--- src/sv/battery_gauge_led_indicator_top_defines.svh ---
// Assertion macros for the battery gauge top level
`ifndef BATTERY_GAUGE_LED_INDICATOR_TOP_DEFINES_SVH
`define BATTERY_GAUGE_LED_INDICATOR_TOP_DEFINES_SVH

// Same-cycle implication, sampled on clock, off during reset
`define BGLI_ASSERT_IMP(label, ante, cons, msg) \
   label: assert property (@(posedge clock) disable iff (reset) (ante) |-> (cons)) \
      else $error(msg);

// Next-cycle implication, sampled on clock, off during reset
`define BGLI_ASSERT_NXT(label, ante, cons, msg) \
   label: assert property (@(posedge clock) disable iff (reset) (ante) |=> (cons)) \
      else $error(msg);

`endif

--- src/sv/bgli_pkg.sv ---
// Shared widths, constants, register codes and types of the battery gauge
`default_nettype none
package bgli_pkg;

   localparam int RAW_W     = 12;
   localparam int MV_W      = 13;
   localparam int PCT_W     = 7;
   localparam int CS_W      = 2;
   localparam int SUM_W     = 18;
   localparam int FILT_W    = 20;
   localparam int FCNT_W    = 6;
   localparam int AVG_W     = 26;
   localparam int PROD_W    = 24;
   localparam int CONV_W    = 12;
   localparam int DIV_W     = 27;
   localparam int DVSR_W    = 13;
   localparam int STEP_W    = 5;
   localparam int LFSR_W    = 8;

   localparam int PADDR_W   = 5;
   localparam int PDATA_W   = 32;
   localparam int REG_IDX_W = 3;

   localparam logic [PROD_W-1:0] ADC_SCALE   = PROD_W'(3300);
   localparam logic [PROD_W+1:0] ADC_FULL    = (PROD_W+2)'(4095);
   localparam logic [DIV_W-1:0]  FILT_WEIGHT = DIV_W'(9);
   localparam logic [DVSR_W-1:0] FILT_DIV    = DVSR_W'(10);
   localparam logic [DIV_W-1:0]  PCT_SCALE   = DIV_W'(100);
   localparam logic [PCT_W-1:0]  PCT_MAX     = PCT_W'(100);
   localparam logic [FCNT_W-1:0] FCNT_MAX    = FCNT_W'(63);

   localparam logic [CS_W-1:0] CHG_NONE   = 2'd0;
   localparam logic [CS_W-1:0] CHG_ACTIVE = 2'd1;
   localparam logic [CS_W-1:0] CHG_DONE   = 2'd2;

   localparam logic [REG_IDX_W-1:0] REG_MONITOR_ENABLE = 3'd0;
   localparam logic [REG_IDX_W-1:0] REG_FORCED_MV      = 3'd1;
   localparam logic [REG_IDX_W-1:0] REG_EMPTY_MV       = 3'd2;
   localparam logic [REG_IDX_W-1:0] REG_FULL_MV        = 3'd3;
   localparam logic [REG_IDX_W-1:0] REG_LOW_PERCENT    = 3'd4;
   localparam logic [REG_IDX_W-1:0] REG_FULL_CONFIRM   = 3'd5;

   localparam logic              RST_MONITOR_ENABLE = 1'b1;
   localparam logic [MV_W-1:0]   RST_FORCED_MV      = MV_W'(0);
   localparam logic [MV_W-1:0]   RST_EMPTY_MV       = MV_W'(3400);
   localparam logic [MV_W-1:0]   RST_FULL_MV        = MV_W'(4100);
   localparam logic [PCT_W-1:0]  RST_LOW_PERCENT    = PCT_W'(2);
   localparam logic [FCNT_W-1:0] RST_FULL_CONFIRM   = FCNT_W'(32);

   typedef struct packed {
      logic              monitor_enable;
      logic [MV_W-1:0]   forced_mv;
      logic [MV_W-1:0]   empty_mv;
      logic [MV_W-1:0]   full_mv;
      logic [PCT_W-1:0]  low_percent;
      logic [FCNT_W-1:0] full_confirm;
   } cfg_type;

   typedef struct packed {
      logic              start;
      logic [DIV_W-1:0]  dividend;
      logic [DVSR_W-1:0] divisor;
   } div_req_type;

   typedef struct packed {
      logic             busy;
      logic             done;
      logic [DIV_W-1:0] quotient;
   } div_rsp_type;

endpackage
`default_nettype wire

--- src/sv/bgli_channels.sv ---
// Request and response channel interfaces of the battery gauge
`default_nettype none
interface bgli_req_if;
   logic                         valid;
   logic                         ready;
   logic [bgli_pkg::RAW_W-1:0]   adc_raw;
   logic                         usb_present;
   logic                         charge_pin;

   modport source (output valid, adc_raw, usb_present, charge_pin, input ready);
   modport sink   (input valid, adc_raw, usb_present, charge_pin, output ready);
endinterface

interface bgli_rsp_if;
   logic                         valid;
   logic                         ready;
   logic [bgli_pkg::MV_W-1:0]    battery_mv;
   logic [bgli_pkg::PCT_W-1:0]   percent;
   logic [bgli_pkg::CS_W-1:0]    charge_state;
   logic                         led_on;

   modport source (output valid, battery_mv, percent, charge_state, led_on, input ready);
   modport sink   (input valid, battery_mv, percent, charge_state, led_on, output ready);
endinterface
`default_nettype wire

--- src/sv/battery_gauge_led_indicator_top.sv ---
// Battery gauge top level: sample conversion, window sequencer, filter, percent and LED.
// A sample that does not close a window passes through S_EST and S_ACC to ready again.
// A window-closing sample makes up to three passes through the 27-step shared divider
// (average, filter, percent), skipping the filter pass when the empty filter loads and the
// percent pass when no divide is needed; the LED step stalls until the output is free.
// Synchronous active-high reset clears window, filter, LED and response state; registers take defaults.
`default_nettype none
`include "battery_gauge_led_indicator_top_defines.svh"
module battery_gauge_led_indicator_top #(
   parameter int SAMPLES = 8
) (
   input  wire logic                           clock,
   input  wire logic                           reset,
   bgli_req_if.sink                            req_ch,
   bgli_rsp_if.source                          rsp_ch,
   input  wire logic                           psel,
   input  wire logic                           penable,
   input  wire logic                           pwrite,
   input  wire logic [bgli_pkg::PADDR_W-1:0]   paddr,
   input  wire logic [bgli_pkg::PDATA_W-1:0]   pwdata,
   output logic      [bgli_pkg::PDATA_W-1:0]   prdata,
   output logic                                pready
);

   localparam int IDX_W = (SAMPLES > 1) ? $clog2(SAMPLES) : 1;
   localparam logic [IDX_W-1:0] IDX_LAST = IDX_W'(SAMPLES - 1);
   localparam logic [bgli_pkg::DVSR_W-1:0] SAMPLES_DVSR = bgli_pkg::DVSR_W'(SAMPLES);

   typedef enum logic [3:0] {
      S_IDLE, S_EST, S_ACC, S_AVG_W, S_FLT, S_FLT_W, S_MV, S_PCT, S_PCT_W, S_LED
   } state_type;

   bgli_pkg::cfg_type       cfg;
   bgli_pkg::div_req_type   div_req;
   bgli_pkg::div_rsp_type   div_rsp;

   state_type                        state_ff;
   logic [bgli_pkg::PROD_W-1:0]      prod_ff;
   logic [bgli_pkg::CONV_W-1:0]      q0_ff;
   logic                             usb_ff;
   logic                             chg_ff;
   logic [bgli_pkg::SUM_W-1:0]       sum_ff;
   logic [IDX_W-1:0]                 idx_ff;
   logic [bgli_pkg::AVG_W-1:0]       avg_ff;
   logic [bgli_pkg::FILT_W-1:0]      filt_ff;
   logic [bgli_pkg::MV_W-1:0]        mv_ff;
   logic [bgli_pkg::PCT_W-1:0]       pct_ff;
   logic                             led_ff;
   logic [bgli_pkg::FCNT_W-1:0]      fcnt_ff;
   logic                             latched_ff;
   logic                             rsp_valid_ff;
   logic [bgli_pkg::MV_W-1:0]        rsp_mv_ff;
   logic [bgli_pkg::PCT_W-1:0]       rsp_pct_ff;
   logic [bgli_pkg::CS_W-1:0]        rsp_cs_ff;
   logic                             rsp_led_ff;

   logic [bgli_pkg::PROD_W-1:0]      prod_in;
   logic [bgli_pkg::PROD_W:0]        est_sum;
   logic [bgli_pkg::CONV_W-1:0]      q0_in;
   logic signed [bgli_pkg::PROD_W+1:0] conv_rem;
   logic [bgli_pkg::CONV_W-1:0]      conv_val;
   logic [bgli_pkg::SUM_W-1:0]       sum_in;
   logic                             window_end;
   logic [bgli_pkg::MV_W-1:0]        mv_in;
   logic                             span_ok;
   logic                             above_empty;
   logic [bgli_pkg::MV_W-1:0]        span;
   logic [bgli_pkg::MV_W-1:0]        mv_over;
   logic [bgli_pkg::CS_W-1:0]        cstate;
   logic                             led_in;
   logic [bgli_pkg::FCNT_W-1:0]      fcnt_in;
   logic                             latched_in;
   logic [bgli_pkg::FCNT_W-1:0]      fcnt_inc;
   logic                             out_free;
   logic                             rsp_load;

   bgli_csr u_csr (
      .clock   (clock),
      .reset   (reset),
      .psel    (psel),
      .penable (penable),
      .pwrite  (pwrite),
      .paddr   (paddr),
      .pwdata  (pwdata),
      .prdata  (prdata),
      .pready  (pready),
      .cfg     (cfg)
   );

   bgli_div u_div (
      .clock   (clock),
      .reset   (reset),
      .div_req (div_req),
      .div_rsp (div_rsp)
   );

   // raw * 3300 / 4095: estimate via the 2^12-1 identity, then correct by one
   assign prod_in  = bgli_pkg::PROD_W'(req_ch.adc_raw) * bgli_pkg::ADC_SCALE;
   assign est_sum  = {1'b0, prod_ff} + ({1'b0, prod_ff} >> bgli_pkg::RAW_W) + 1'b1;
   assign q0_in    = bgli_pkg::CONV_W'(est_sum >> bgli_pkg::RAW_W);
   assign conv_rem = $signed({2'b00, prod_ff})
                   - $signed({2'b00, q0_ff, {bgli_pkg::RAW_W{1'b0}}})
                   + $signed({{(bgli_pkg::PROD_W+2-bgli_pkg::CONV_W){1'b0}}, q0_ff});

   always_comb begin
      priority if (conv_rem < 0) begin
         conv_val = q0_ff - 1'b1;
      end else if (conv_rem >= $signed(bgli_pkg::ADC_FULL)) begin
         conv_val = q0_ff + 1'b1;
      end else begin
         conv_val = q0_ff;
      end
   end

   assign sum_in     = sum_ff + bgli_pkg::SUM_W'(conv_val);
   assign window_end = (idx_ff == IDX_LAST);

   assign mv_in = (cfg.forced_mv != '0) ? cfg.forced_mv
                : filt_ff[bgli_pkg::FILT_W-1:bgli_pkg::FILT_W-bgli_pkg::MV_W];
   assign span_ok     = cfg.full_mv > cfg.empty_mv;
   assign above_empty = mv_ff > cfg.empty_mv;
   assign span        = cfg.full_mv - cfg.empty_mv;
   assign mv_over     = mv_ff - cfg.empty_mv;

   assign cstate = !usb_ff ? bgli_pkg::CHG_NONE
                 : (!chg_ff ? bgli_pkg::CHG_ACTIVE : bgli_pkg::CHG_DONE);

   assign fcnt_inc = (fcnt_ff < bgli_pkg::FCNT_MAX) ? fcnt_ff + 1'b1 : fcnt_ff;

   always_comb begin
      led_in     = led_ff;
      fcnt_in    = fcnt_ff;
      latched_in = latched_ff;
      if (cfg.monitor_enable) begin
         priority if (pct_ff < cfg.low_percent) begin
            led_in = ~led_ff;
         end else if (cstate == bgli_pkg::CHG_DONE || latched_ff) begin
            fcnt_in = fcnt_inc;
            led_in  = 1'b0;
            if (fcnt_inc >= cfg.full_confirm) begin
               latched_in = 1'b1;
            end
         end else if (cstate == bgli_pkg::CHG_ACTIVE) begin
            fcnt_in    = '0;
            latched_in = 1'b0;
            led_in     = 1'b1;
         end else begin
            led_in = 1'b0;
         end
      end
   end

   always_comb begin
      div_req.start    = 1'b0;
      div_req.dividend = '0;
      div_req.divisor  = SAMPLES_DVSR;
      unique case (state_ff)
         S_ACC: begin
            div_req.start    = window_end;
            div_req.dividend = bgli_pkg::DIV_W'({sum_in, 8'd0});
            div_req.divisor  = SAMPLES_DVSR;
         end
         S_FLT: begin
            div_req.start    = 1'b1;
            div_req.dividend = bgli_pkg::DIV_W'(filt_ff) * bgli_pkg::FILT_WEIGHT
                             + bgli_pkg::DIV_W'(avg_ff);
            div_req.divisor  = bgli_pkg::FILT_DIV;
         end
         S_PCT: begin
            div_req.start    = span_ok & above_empty;
            div_req.dividend = bgli_pkg::DIV_W'(mv_over) * bgli_pkg::PCT_SCALE;
            div_req.divisor  = span;
         end
         default: ;
      endcase
   end

   assign out_free = ~rsp_valid_ff | rsp_ch.ready;
   assign rsp_load = (state_ff == S_LED) & out_free;

   always_ff @(posedge clock) begin
      if (reset) begin
         state_ff     <= S_IDLE;
         sum_ff       <= '0;
         idx_ff       <= '0;
         filt_ff      <= '0;
         led_ff       <= 1'b0;
         fcnt_ff      <= '0;
         latched_ff   <= 1'b0;
         rsp_valid_ff <= 1'b0;
      end else begin
         if (rsp_load) begin
            rsp_valid_ff <= 1'b1;
         end else if (rsp_ch.ready) begin
            rsp_valid_ff <= 1'b0;
         end
         unique case (state_ff)
            S_IDLE: begin
               if (req_ch.valid) begin
                  prod_ff  <= prod_in;
                  usb_ff   <= req_ch.usb_present;
                  chg_ff   <= req_ch.charge_pin;
                  state_ff <= S_EST;
               end
            end
            S_EST: begin
               q0_ff    <= q0_in;
               state_ff <= S_ACC;
            end
            S_ACC: begin
               if (window_end) begin
                  sum_ff   <= '0;
                  idx_ff   <= '0;
                  state_ff <= S_AVG_W;
               end else begin
                  sum_ff   <= sum_in;
                  idx_ff   <= idx_ff + 1'b1;
                  state_ff <= S_IDLE;
               end
            end
            S_AVG_W: begin
               if (div_rsp.done) begin
                  avg_ff <= div_rsp.quotient[bgli_pkg::AVG_W-1:0];
                  // empty filter loads the window average directly
                  if (filt_ff == '0) begin
                     filt_ff  <= div_rsp.quotient[bgli_pkg::FILT_W-1:0];
                     state_ff <= S_MV;
                  end else begin
                     state_ff <= S_FLT;
                  end
               end
            end
            S_FLT: begin
               state_ff <= S_FLT_W;
            end
            S_FLT_W: begin
               if (div_rsp.done) begin
                  filt_ff  <= div_rsp.quotient[bgli_pkg::FILT_W-1:0];
                  state_ff <= S_MV;
               end
            end
            S_MV: begin
               mv_ff    <= mv_in;
               state_ff <= S_PCT;
            end
            S_PCT: begin
               priority if (!span_ok) begin
                  pct_ff   <= (mv_ff >= cfg.full_mv) ? bgli_pkg::PCT_MAX : '0;
                  state_ff <= S_LED;
               end else if (!above_empty) begin
                  pct_ff   <= '0;
                  state_ff <= S_LED;
               end else begin
                  state_ff <= S_PCT_W;
               end
            end
            S_PCT_W: begin
               if (div_rsp.done) begin
                  pct_ff <= (div_rsp.quotient > bgli_pkg::DIV_W'(bgli_pkg::PCT_MAX))
                          ? bgli_pkg::PCT_MAX
                          : div_rsp.quotient[bgli_pkg::PCT_W-1:0];
                  state_ff <= S_LED;
               end
            end
            S_LED: begin
               // hold until the output register is free
               if (out_free) begin
                  led_ff       <= led_in;
                  fcnt_ff      <= fcnt_in;
                  latched_ff   <= latched_in;
                  rsp_mv_ff    <= mv_ff;
                  rsp_pct_ff   <= pct_ff;
                  rsp_cs_ff    <= cstate;
                  rsp_led_ff   <= led_in;
                  state_ff     <= S_IDLE;
               end
            end
            default: begin
               state_ff <= S_IDLE;
            end
         endcase
      end
   end

   assign req_ch.ready        = (state_ff == S_IDLE);
   assign rsp_ch.valid        = rsp_valid_ff;
   assign rsp_ch.battery_mv   = rsp_mv_ff;
   assign rsp_ch.percent      = rsp_pct_ff;
   assign rsp_ch.charge_state = rsp_cs_ff;
   assign rsp_ch.led_on       = rsp_led_ff;

   `BGLI_ASSERT_IMP(a_idle_div_free, req_ch.ready, !div_rsp.busy, "request taken while divider busy")
   `BGLI_ASSERT_NXT(a_window_starts_div, (state_ff == S_ACC) && window_end, div_rsp.busy, "window close did not start divider")
   `BGLI_ASSERT_IMP(a_idx_range, 1'b1, idx_ff <= IDX_LAST, "sample index past window")
   `BGLI_ASSERT_IMP(a_rsp_from_led, $rose(rsp_valid_ff), $past(state_ff) == S_LED, "response raised outside LED step")

endmodule
`default_nettype wire

--- src/sv/bgli_csr.sv ---
// APB-style configuration registers of the battery gauge
`default_nettype none
module bgli_csr (
   input  wire logic                           clock,
   input  wire logic                           reset,
   input  wire logic                           psel,
   input  wire logic                           penable,
   input  wire logic                           pwrite,
   input  wire logic [bgli_pkg::PADDR_W-1:0]   paddr,
   input  wire logic [bgli_pkg::PDATA_W-1:0]   pwdata,
   output logic      [bgli_pkg::PDATA_W-1:0]   prdata,
   output logic                                pready,
   output bgli_pkg::cfg_type                   cfg
);

   logic                             monitor_enable_ff;
   logic [bgli_pkg::MV_W-1:0]        forced_mv_ff;
   logic [bgli_pkg::MV_W-1:0]        empty_mv_ff;
   logic [bgli_pkg::MV_W-1:0]        full_mv_ff;
   logic [bgli_pkg::PCT_W-1:0]       low_percent_ff;
   logic [bgli_pkg::FCNT_W-1:0]      full_confirm_ff;
   logic [bgli_pkg::REG_IDX_W-1:0]   reg_idx;
   logic                             wr_en;

   assign reg_idx = paddr[bgli_pkg::PADDR_W-1:2];
   assign wr_en   = psel & penable & pwrite;
   assign pready  = 1'b1;

   always_ff @(posedge clock) begin
      if (reset) begin
         monitor_enable_ff <= bgli_pkg::RST_MONITOR_ENABLE;
         forced_mv_ff      <= bgli_pkg::RST_FORCED_MV;
         empty_mv_ff       <= bgli_pkg::RST_EMPTY_MV;
         full_mv_ff        <= bgli_pkg::RST_FULL_MV;
         low_percent_ff    <= bgli_pkg::RST_LOW_PERCENT;
         full_confirm_ff   <= bgli_pkg::RST_FULL_CONFIRM;
      end else if (wr_en) begin
         unique case (reg_idx)
            bgli_pkg::REG_MONITOR_ENABLE: monitor_enable_ff <= pwdata[0];
            bgli_pkg::REG_FORCED_MV:      forced_mv_ff <= pwdata[bgli_pkg::MV_W-1:0];
            bgli_pkg::REG_EMPTY_MV:       empty_mv_ff <= pwdata[bgli_pkg::MV_W-1:0];
            bgli_pkg::REG_FULL_MV:        full_mv_ff <= pwdata[bgli_pkg::MV_W-1:0];
            bgli_pkg::REG_LOW_PERCENT:    low_percent_ff <= pwdata[bgli_pkg::PCT_W-1:0];
            bgli_pkg::REG_FULL_CONFIRM:   full_confirm_ff <= pwdata[bgli_pkg::FCNT_W-1:0];
            default: ;
         endcase
      end
   end

   always_comb begin
      unique case (reg_idx)
         bgli_pkg::REG_MONITOR_ENABLE: prdata = bgli_pkg::PDATA_W'(monitor_enable_ff);
         bgli_pkg::REG_FORCED_MV:      prdata = bgli_pkg::PDATA_W'(forced_mv_ff);
         bgli_pkg::REG_EMPTY_MV:       prdata = bgli_pkg::PDATA_W'(empty_mv_ff);
         bgli_pkg::REG_FULL_MV:        prdata = bgli_pkg::PDATA_W'(full_mv_ff);
         bgli_pkg::REG_LOW_PERCENT:    prdata = bgli_pkg::PDATA_W'(low_percent_ff);
         bgli_pkg::REG_FULL_CONFIRM:   prdata = bgli_pkg::PDATA_W'(full_confirm_ff);
         default:                      prdata = '0;
      endcase
   end

   assign cfg.monitor_enable = monitor_enable_ff;
   assign cfg.forced_mv      = forced_mv_ff;
   assign cfg.empty_mv       = empty_mv_ff;
   assign cfg.full_mv        = full_mv_ff;
   assign cfg.low_percent    = low_percent_ff;
   assign cfg.full_confirm   = full_confirm_ff;

endmodule
`default_nettype wire

--- src/sv/bgli_div.sv ---
// Shared restoring divider, one quotient bit per cycle
`default_nettype none
module bgli_div (
   input  wire logic                  clock,
   input  wire logic                  reset,
   input  bgli_pkg::div_req_type      div_req,
   output bgli_pkg::div_rsp_type      div_rsp
);

   logic                              busy_ff;
   logic                              done_ff;
   logic [bgli_pkg::STEP_W-1:0]       step_ff;
   logic [bgli_pkg::DIV_W-1:0]        quo_ff;
   logic [bgli_pkg::DVSR_W-1:0]       rem_ff;
   logic [bgli_pkg::DVSR_W-1:0]       dvsr_ff;
   logic [bgli_pkg::DVSR_W:0]         rem_shift;
   logic [bgli_pkg::DVSR_W+1:0]       diff;
   logic                              fits;
   logic                              load;

   assign load      = div_req.start & ~busy_ff;
   assign rem_shift = {rem_ff, quo_ff[bgli_pkg::DIV_W-1]};
   assign diff      = {1'b0, rem_shift} - {2'b00, dvsr_ff};
   assign fits      = ~diff[bgli_pkg::DVSR_W+1];

   always_ff @(posedge clock) begin
      if (reset) begin
         busy_ff <= 1'b0;
         done_ff <= 1'b0;
         step_ff <= '0;
      end else begin
         done_ff <= 1'b0;
         if (load) begin
            busy_ff <= 1'b1;
            step_ff <= '0;
         end else if (busy_ff) begin
            step_ff <= step_ff + 1'b1;
            if (step_ff == bgli_pkg::STEP_W'(bgli_pkg::DIV_W - 1)) begin
               busy_ff <= 1'b0;
               done_ff <= 1'b1;
            end
         end
      end
   end

   // shift in one dividend bit, subtract when the divisor fits
   always_ff @(posedge clock) begin
      if (load) begin
         quo_ff  <= div_req.dividend;
         rem_ff  <= '0;
         dvsr_ff <= div_req.divisor;
      end else if (busy_ff) begin
         rem_ff <= fits ? diff[bgli_pkg::DVSR_W-1:0] : rem_shift[bgli_pkg::DVSR_W-1:0];
         quo_ff <= {quo_ff[bgli_pkg::DIV_W-2:0], fits};
      end
   end

   assign div_rsp.busy     = busy_ff;
   assign div_rsp.done     = done_ff;
   assign div_rsp.quotient = quo_ff;

endmodule
`default_nettype wire
--- src/flat_wrapper.sv ---
// flat-port wrapper written by rule: the top's interface ports become plain ports
module battery_gauge_led_indicator_top_flat 
#(
   parameter int SAMPLES = 8
)
  (clock, reset, psel, penable, pwrite, paddr, pwdata, prdata, pready, req_ch_valid, req_ch_adc_raw, req_ch_usb_present, req_ch_charge_pin, req_ch_ready, rsp_ch_valid, rsp_ch_battery_mv, rsp_ch_percent, rsp_ch_charge_state, rsp_ch_led_on, rsp_ch_ready);
  bgli_req_if req_ch_i ();
  bgli_rsp_if rsp_ch_i ();
  input  wire logic clock;
  input  wire logic reset;
  input  wire logic psel;
  input  wire logic penable;
  input  wire logic pwrite;
  input  wire logic [bgli_pkg::PADDR_W-1:0] paddr;
  input  wire logic [bgli_pkg::PDATA_W-1:0] pwdata;
  output logic      [bgli_pkg::PDATA_W-1:0] prdata;
  output logic pready;
  input wire logic [$bits(req_ch_i.valid)-1:0] req_ch_valid;
  input wire logic [$bits(req_ch_i.adc_raw)-1:0] req_ch_adc_raw;
  input wire logic [$bits(req_ch_i.usb_present)-1:0] req_ch_usb_present;
  input wire logic [$bits(req_ch_i.charge_pin)-1:0] req_ch_charge_pin;
  output wire logic [$bits(req_ch_i.ready)-1:0] req_ch_ready;
  output wire logic [$bits(rsp_ch_i.valid)-1:0] rsp_ch_valid;
  output wire logic [$bits(rsp_ch_i.battery_mv)-1:0] rsp_ch_battery_mv;
  output wire logic [$bits(rsp_ch_i.percent)-1:0] rsp_ch_percent;
  output wire logic [$bits(rsp_ch_i.charge_state)-1:0] rsp_ch_charge_state;
  output wire logic [$bits(rsp_ch_i.led_on)-1:0] rsp_ch_led_on;
  input wire logic [$bits(rsp_ch_i.ready)-1:0] rsp_ch_ready;
  assign req_ch_i.valid = req_ch_valid;
  assign req_ch_i.adc_raw = req_ch_adc_raw;
  assign req_ch_i.usb_present = req_ch_usb_present;
  assign req_ch_i.charge_pin = req_ch_charge_pin;
  assign req_ch_ready = req_ch_i.ready;
  assign rsp_ch_valid = rsp_ch_i.valid;
  assign rsp_ch_battery_mv = rsp_ch_i.battery_mv;
  assign rsp_ch_percent = rsp_ch_i.percent;
  assign rsp_ch_charge_state = rsp_ch_i.charge_state;
  assign rsp_ch_led_on = rsp_ch_i.led_on;
  assign rsp_ch_i.ready = rsp_ch_ready;
  battery_gauge_led_indicator_top #(.SAMPLES(SAMPLES)) u_core (.clock(clock), .reset(reset), .req_ch(req_ch_i), .rsp_ch(rsp_ch_i), .psel(psel), .penable(penable), .pwrite(pwrite), .paddr(paddr), .pwdata(pwdata), .prdata(prdata), .pready(pready));
endmodule
--- config.mk ---
export PLATFORM = sky130hd
export DESIGN_NAME = battery_gauge_led_indicator_top_flat
export DESIGN_NICKNAME = d
export VERILOG_FILES = /design/src/sv/bgli_pkg.sv /design/src/sv/bgli_channels.sv /design/src/sv/battery_gauge_led_indicator_top.sv /design/src/sv/bgli_csr.sv /design/src/sv/bgli_div.sv /design/src/flat_wrapper.sv
export VERILOG_INCLUDE_DIRS = /design/src /design/src/sv
export SDC_FILE = /design/constraint.sdc
export NUM_CORES = 1
export LEC_CHECK = 0
export BUFFER_PORTS_ARGS = -buffer_cell sky130_fd_sc_hd__clkbuf_2
export CELL_PAD_IN_SITES_DETAIL_PLACEMENT = 0
export CELL_PAD_IN_SITES_GLOBAL_PLACEMENT = 1
export CORE_UTILIZATION = 46
export CTS_BUF_LIST = sky130_fd_sc_hd__clkbuf_8
export DETAILED_ROUTE_END_ITERATION = 6
export PLACE_DENSITY_LB_ADDON = 0.1
export SETUP_SLACK_MARGIN = 0.4
export SYNTH_ARGS = -nofsm -noshare
export SYNTH_HDL_FRONTEND = slang
export SYNTH_HIERARCHICAL = 1
export SYNTH_SLANG_ARGS = --single-unit
--- constraint.sdc ---
create_clock -name clock -period 17.3 [get_ports clock]
set_input_delay 0.865 -clock clock [delete_from_list [all_inputs] [get_ports clock]]
set_output_delay 0.865 -clock clock [all_outputs]
set_load 0.03 [all_outputs]
==> Yosys cells after proc, flatten, opt, wreduce, memory -nomap -nowiden <==
Index checks and enable logic that the tools add are counted.
{ "totals": {"latchBits": 0, "word_cells": 172, "memories": 0, "ram_bits": 0, "register_bits": 272, "input_bits": 58, "output_inout_bits": 58, "rom_bits": 0} }
{ "classes": {"shifts": 0, "multipliers": 3, "order_cmp": 9, "eq_ne": 26, "n_div": 0, "muxes": 48, "bitwise_logic": 12, "reduce_logical": 29, "addsub": 14} }
{ "ops": {"columns": ["operator", "count"], "rows": [
  ["41-bit case mux with 3 select lines", 1],
  ["13-bit case mux with 6 select lines", 1],
  ["20-bit 2-to-1 mux", 3],
  ["27-bit 2-to-1 mux", 2],
  ["20-bit case mux with 2 select lines", 1],
  ["4-bit case mux with 10 select lines", 1],
  ["7-bit 2-to-1 mux", 5],
  ["24-bit by 26-bit adder with 27-bit output", 1],
  ["27-bit by 7-bit > comparator with 1-bit output (second input constant)", 1],
  ["25-bit by 13-bit adder with 26-bit output", 1],
  ["26-bit by 13-bit greater-or-equal comparator with 1-bit output (second input constant)", 1],
  ["13-bit > comparator", 2],
  ["26-bit by 1-bit less-than comparator with 1-bit output (second input constant)", 1],
  ["13-bit 2-to-1 mux", 2],
  ["13-bit subtractor", 2],
  ["24-bit by 24-bit subtractor with 25-bit output", 1],
  ["24-bit by 1-bit adder with 24-bit output (second input constant)", 1],
  ["24-bit by 12-bit adder with 24-bit output", 1],
  ["20-bit by 4-bit multiplier with 24-bit output (second input constant)", 1],
  ["12-bit 2-to-1 mux", 2],
  ["4-bit 2-to-1 mux", 6],
  ["12-bit by 10-bit multiplier with 22-bit output (second input constant)", 1],
  ["20-bit logical NOT", 1],
  ["18-bit by 12-bit adder with 18-bit output", 1],
  ["other kinds (45)", 101]
]} }

==> Logic depth before layout (Yosys ltp) <==
{ "depth": {"ltp_word": 9, "depth_mapped": 28, "ltp_nobuf": 27} }

==> Hierarchy <==
The synthesis kept the hierarchy.
{ "modules_own_cells": {"columns": ["mod", "seq_area_each_um2", "cells_each", "area_each_um2", "n_inst"], "rows": [
  ["battery_gauge_led_indicator_top", 4234.1, 1780, 16129.2, 1],
  ["bgli_div", 1601.5, 262, 3106.7, 1],
  ["bgli_csr", 1061.0, 325, 2803.9, 1]
]} }

==> Worst setup path before layout <==
No wires, ideal clock.
{ "synth_path": {"kind": "flip-flop to flip-flop", "from": "register u_core/q0_ff[0] (netlist bit)", "to": "register u_core/u_div/quo_ff[22] (netlist bit), data pin", "setup_time_ps": 260, "path_slack_ps": 11508, "path_buffers": 0, "period_less_slack_ps": 5792, "required_time_ps": 17040, "stages_incl_launch_ff": 27, "arrival_time_ps": 5532, "cell_sequence": "edfxtp_1 -> ha_1 -> fa_1 -> nor2b_1 -> o2111ai_1 -> and4_1 -> or2_2 -> nor4b_2 -> xor2_1 -> o21ai_1 -> nand4_1 -> and2b_2 -> xnor2_1 -> ha_1 -> inv_1 -> fa_1 -> nor2b_1 -> o21ai_0 -> a21boi_0 -> o21ai_0 -> a21boi_0 -> o21ai_0 -> a31oi_1 -> nand3_1 -> xor2_1 -> o22ai_1 -> mux2_2"} }
{ "synth_rtl": {"columns": ["element", "line_no", "rtl"], "rows": [
  ["start, declared", "battery_gauge_led_indicator_top.sv:39", "logic [bgli_pkg::CONV_W-1:0] q0_ff;"],
  ["start signal, assigned", "battery_gauge_led_indicator_top.sv:207", "q0_ff <= q0_in;"],
  ["end signal, assigned", "bgli_div.sv:49", "quo_ff <= div_req.dividend;"],
  ["end signal, assigned", "bgli_div.sv:54", "quo_ff <= {quo_ff[bgli_pkg::DIV_W-2:0], fits};"],
  ["end, declared", "bgli_div.sv:13", "logic [bgli_pkg::DIV_W-1:0] quo_ff;"]
]} }

==> results.py <==
metrics = {
    "run_status": {
        "status": "finished with violations",
        "violations": "DRC",
    },
    "synthesis": {
        "syn_area_sq_mm": 0.0220,
        "ys_warn_count": 6,
        "syn_area_per_cell_sq_um": 9.31,
        "syn_inst": 2366,
    },
    "clock_network": {
        "clock_latency_ns": 0.65,
        "ctsResizeCount": 0,
        "root_buffer": "clkbuf_8",
        "tritoncts": "done",
        "path_clk_slew_ns": 0.06,
        "cts_max_path_buffers": 3,
        "cts-htree-levels": 2,
        "cts_hold_buf": 0,
        "numCtsBuffers": 51,
        "cts_sinks": 272,
        "cts_setup_buffers": 0,
    },
    "grt": {
        "grt_pass1_wl_um": 90800,
        "antenna_found_initial": 0,
        "grt-ovfl-total": 0,
        "grt_max_degree": 90,
        "grt_usage_pct": 23.3,
        "grt_pass1_vias": 16700,
    },
    "timing": {
        "fin_skew_ns": 0.0422,
        "rsz0062_at_grt": "false",
        "tns_ns": 0,
        "slew_headroom_pct": 23.8,
        "min_period_over_period_pct": 41.9,
        "fmaxAchievable_mhz": 138,
        "maxSlewViolCount": 0,
        "hold_violations": 0,
        "setup_viol": 0,
        "period_minus_slack_ns": 7.25,
        "worstMarginPinSlew_ns": 1.14,
    },
    "cells_and_area": {
        "final_layout_size_suffix_gt1_share_pct": 9.55,
        "layout_commonest_cell": "inv_1",
        "mostFrequentLayoutCells": "317 x inv_1, 275 x ha_1, 162 x nor2_1, 145 x edfxtp_1, 127 x dfxtp_1",
        "utilization_pct": 51.2,
        "synthToLayoutAreaGrowth_pct": 8.96,
        "finish.net_count": 2824,
        "num-fill-cells": 4406,
    },
    "die": {
        "initial_core_util_pct": 47.0,
        "top_level_ports": 116,
        "die-area_sq_mm": 0.0488,
        "die-height_um": 221,
        "core.rowCount": 79,
        "die_x_um": 221,
        "design.core.area_sq_mm": 0.0469,
    },
    "detailed_routing": {
        "drtAntennaViolNets": 0,
        "route.detailed.drc": 10,
        "wirelength_um": 57300,
        "viasPerCell": 5.53,
        "first_iter_violations": 1157,
        "via_count": 17000,
        "drt_pass1_iterations": 7,
        "routedWlPerCell_um": 18.6,
    },
    "power": {
        "power_w": 0.00228,
        "leakagePower_nw": 11.0,
        "irDropWorstVdd_uv": 97.6,
        "p_per_area_mw_per_mm2": 94.8,
    },
    "setup_path": {
        "required_ns": 17.69,
        "critPathSlowestCell": "nand4_1",
        "crit_arrival_ns": 7.64,
        "cpMostUsedCell": "o21ai_0",
        "crit_fanout": 13,
        "crit_path_start_kind": "register",
        "critPathCaptureType": "register",
        "path_class": "reg -> reg",
        "cp_slowest_stage_delay_ns": 0.58,
    },
    "run": {
        "maxCapViolations": 0,
    },
    "worst_hold_path": {
        "worstHoldPathType": "in -> reg",
    },
    "place": {
        "gp_congestion": 0.883,
        "port_buffers": 74,
        "dp_hpwl_um": 43800,
    },
}
## flip-flops by register name, indices dropped and copies added (netlist names), 2 cells and up
register                      count
u_core/avg_ff                    26
u_core/fcnt_ff                    6
u_core/filt_ff                   20
u_core/idx_ff                     3
u_core/mv_ff                     13
u_core/pct_ff                     7
u_core/prod_ff                   22
u_core/q0_ff                     12
u_core/rsp_ch.battery_mv         13
u_core/rsp_ch.charge_state        2
u_core/rsp_ch.percent             7
u_core/state_ff                   4
u_core/sum_ff                    18
u_core/u_csr/empty_mv_ff         13
u_core/u_csr/forced_mv_ff        13
u_core/u_csr/full_confirm_ff      6
u_core/u_csr/full_mv_ff          13
u_core/u_csr/low_percent_ff       7
u_core/u_div/dvsr_ff             13
u_core/u_div/quo_ff              27
u_core/u_div/rem_ff              13
u_core/u_div/step_ff              5
## area by class of cell
| cell class | instances | area, sq um | area share [%] |
|---|---|---|---|
| Clock buffer | 62 | 853 | 3.55 |
| Timing Repair Buffer | 89 | 485 | 2.02 |
| Antenna cell | 1 | 2.50 | 0.0104 |
| Inverter | 295 | 1110 | 4.61 |
| Clock inverter | 33 | 245 | 1.02 |
| Multi-Input combinational cell | 1719 | 13700 | 56.9 |
| Tap cell | 607 | 759 | 3.16 |
| Sequential cell | 272 | 6900 | 28.7 |
## per-stage QoR
stage	std cells	hold WS [ns]	instance area, sq um	worst slack [ns]
final	3078	0.415	24000	10.05
after global routing	3077	0.364	24000	9.44
after CTS	3077	0.355	24000	10.06
after detailed placement	2982	0.455	22900	10.10
after global placement	2982	0.444	22900	10.20
after floorplan	2384	0.417	22100	11.51
## power by group
part | internal, W | switching (W)
clock network | 0.000373 | 0.000296
registers | 0.000736 | 0.0000487
logic | 0.000345 | 0.000478
## routing by layer
| metal | routed length [um] | up-vias | GRT usage (%) |
|---|---|---|---|
| met4 | 2110 | 0 | 9.38 |
| met3 | 2270 | 105 | 3.03 |
| met5 | 0 | - | 0 |
| met2 | 27400 | 328 | 39.5 |
| li1 | - | 8441 | - |
| met1 | 25600 | 8152 | 30.1 |
## path summary, 6_finish.rpt
check,startpoint,to,slack (ns),cells after the start
setup / recovery,u_core/prod_ff[12]$_DFFE_PP_,u_core/u_div/quo_ff[24]$_DFFE_PP_,10.05,27
hold / removal,req_ch_usb_present,u_core/usb_ff$_DFFE_PP_,0.42,1
setup reg to reg,u_core/prod_ff[12]$_DFFE_PP_,u_core/u_div/quo_ff[24]$_DFFE_PP_,10.05,27
hold reg to reg,u_core/idx_ff[2]$_SDFFE_PP0P_,u_core/idx_ff[2]$_SDFFE_PP0P_,0.46,2
## worst max-delay path, delay by kind of cell, from the launching register on
| kind | cells | cell delay, ns |
|---|---|---|
| fa+ha+maj | 4 | 1.27 |
| mux | 1 | 0.30 |
| xor+xnor | 3 | 0.68 |
| compound gates | 9 | 1.91 |
| simple gates | 8 | 2.26 |
| flops | 1 | 0.43 |
| buf+inv | 2 | 0.18 |
No activity file was read; power rests on OpenSTA's default activity.
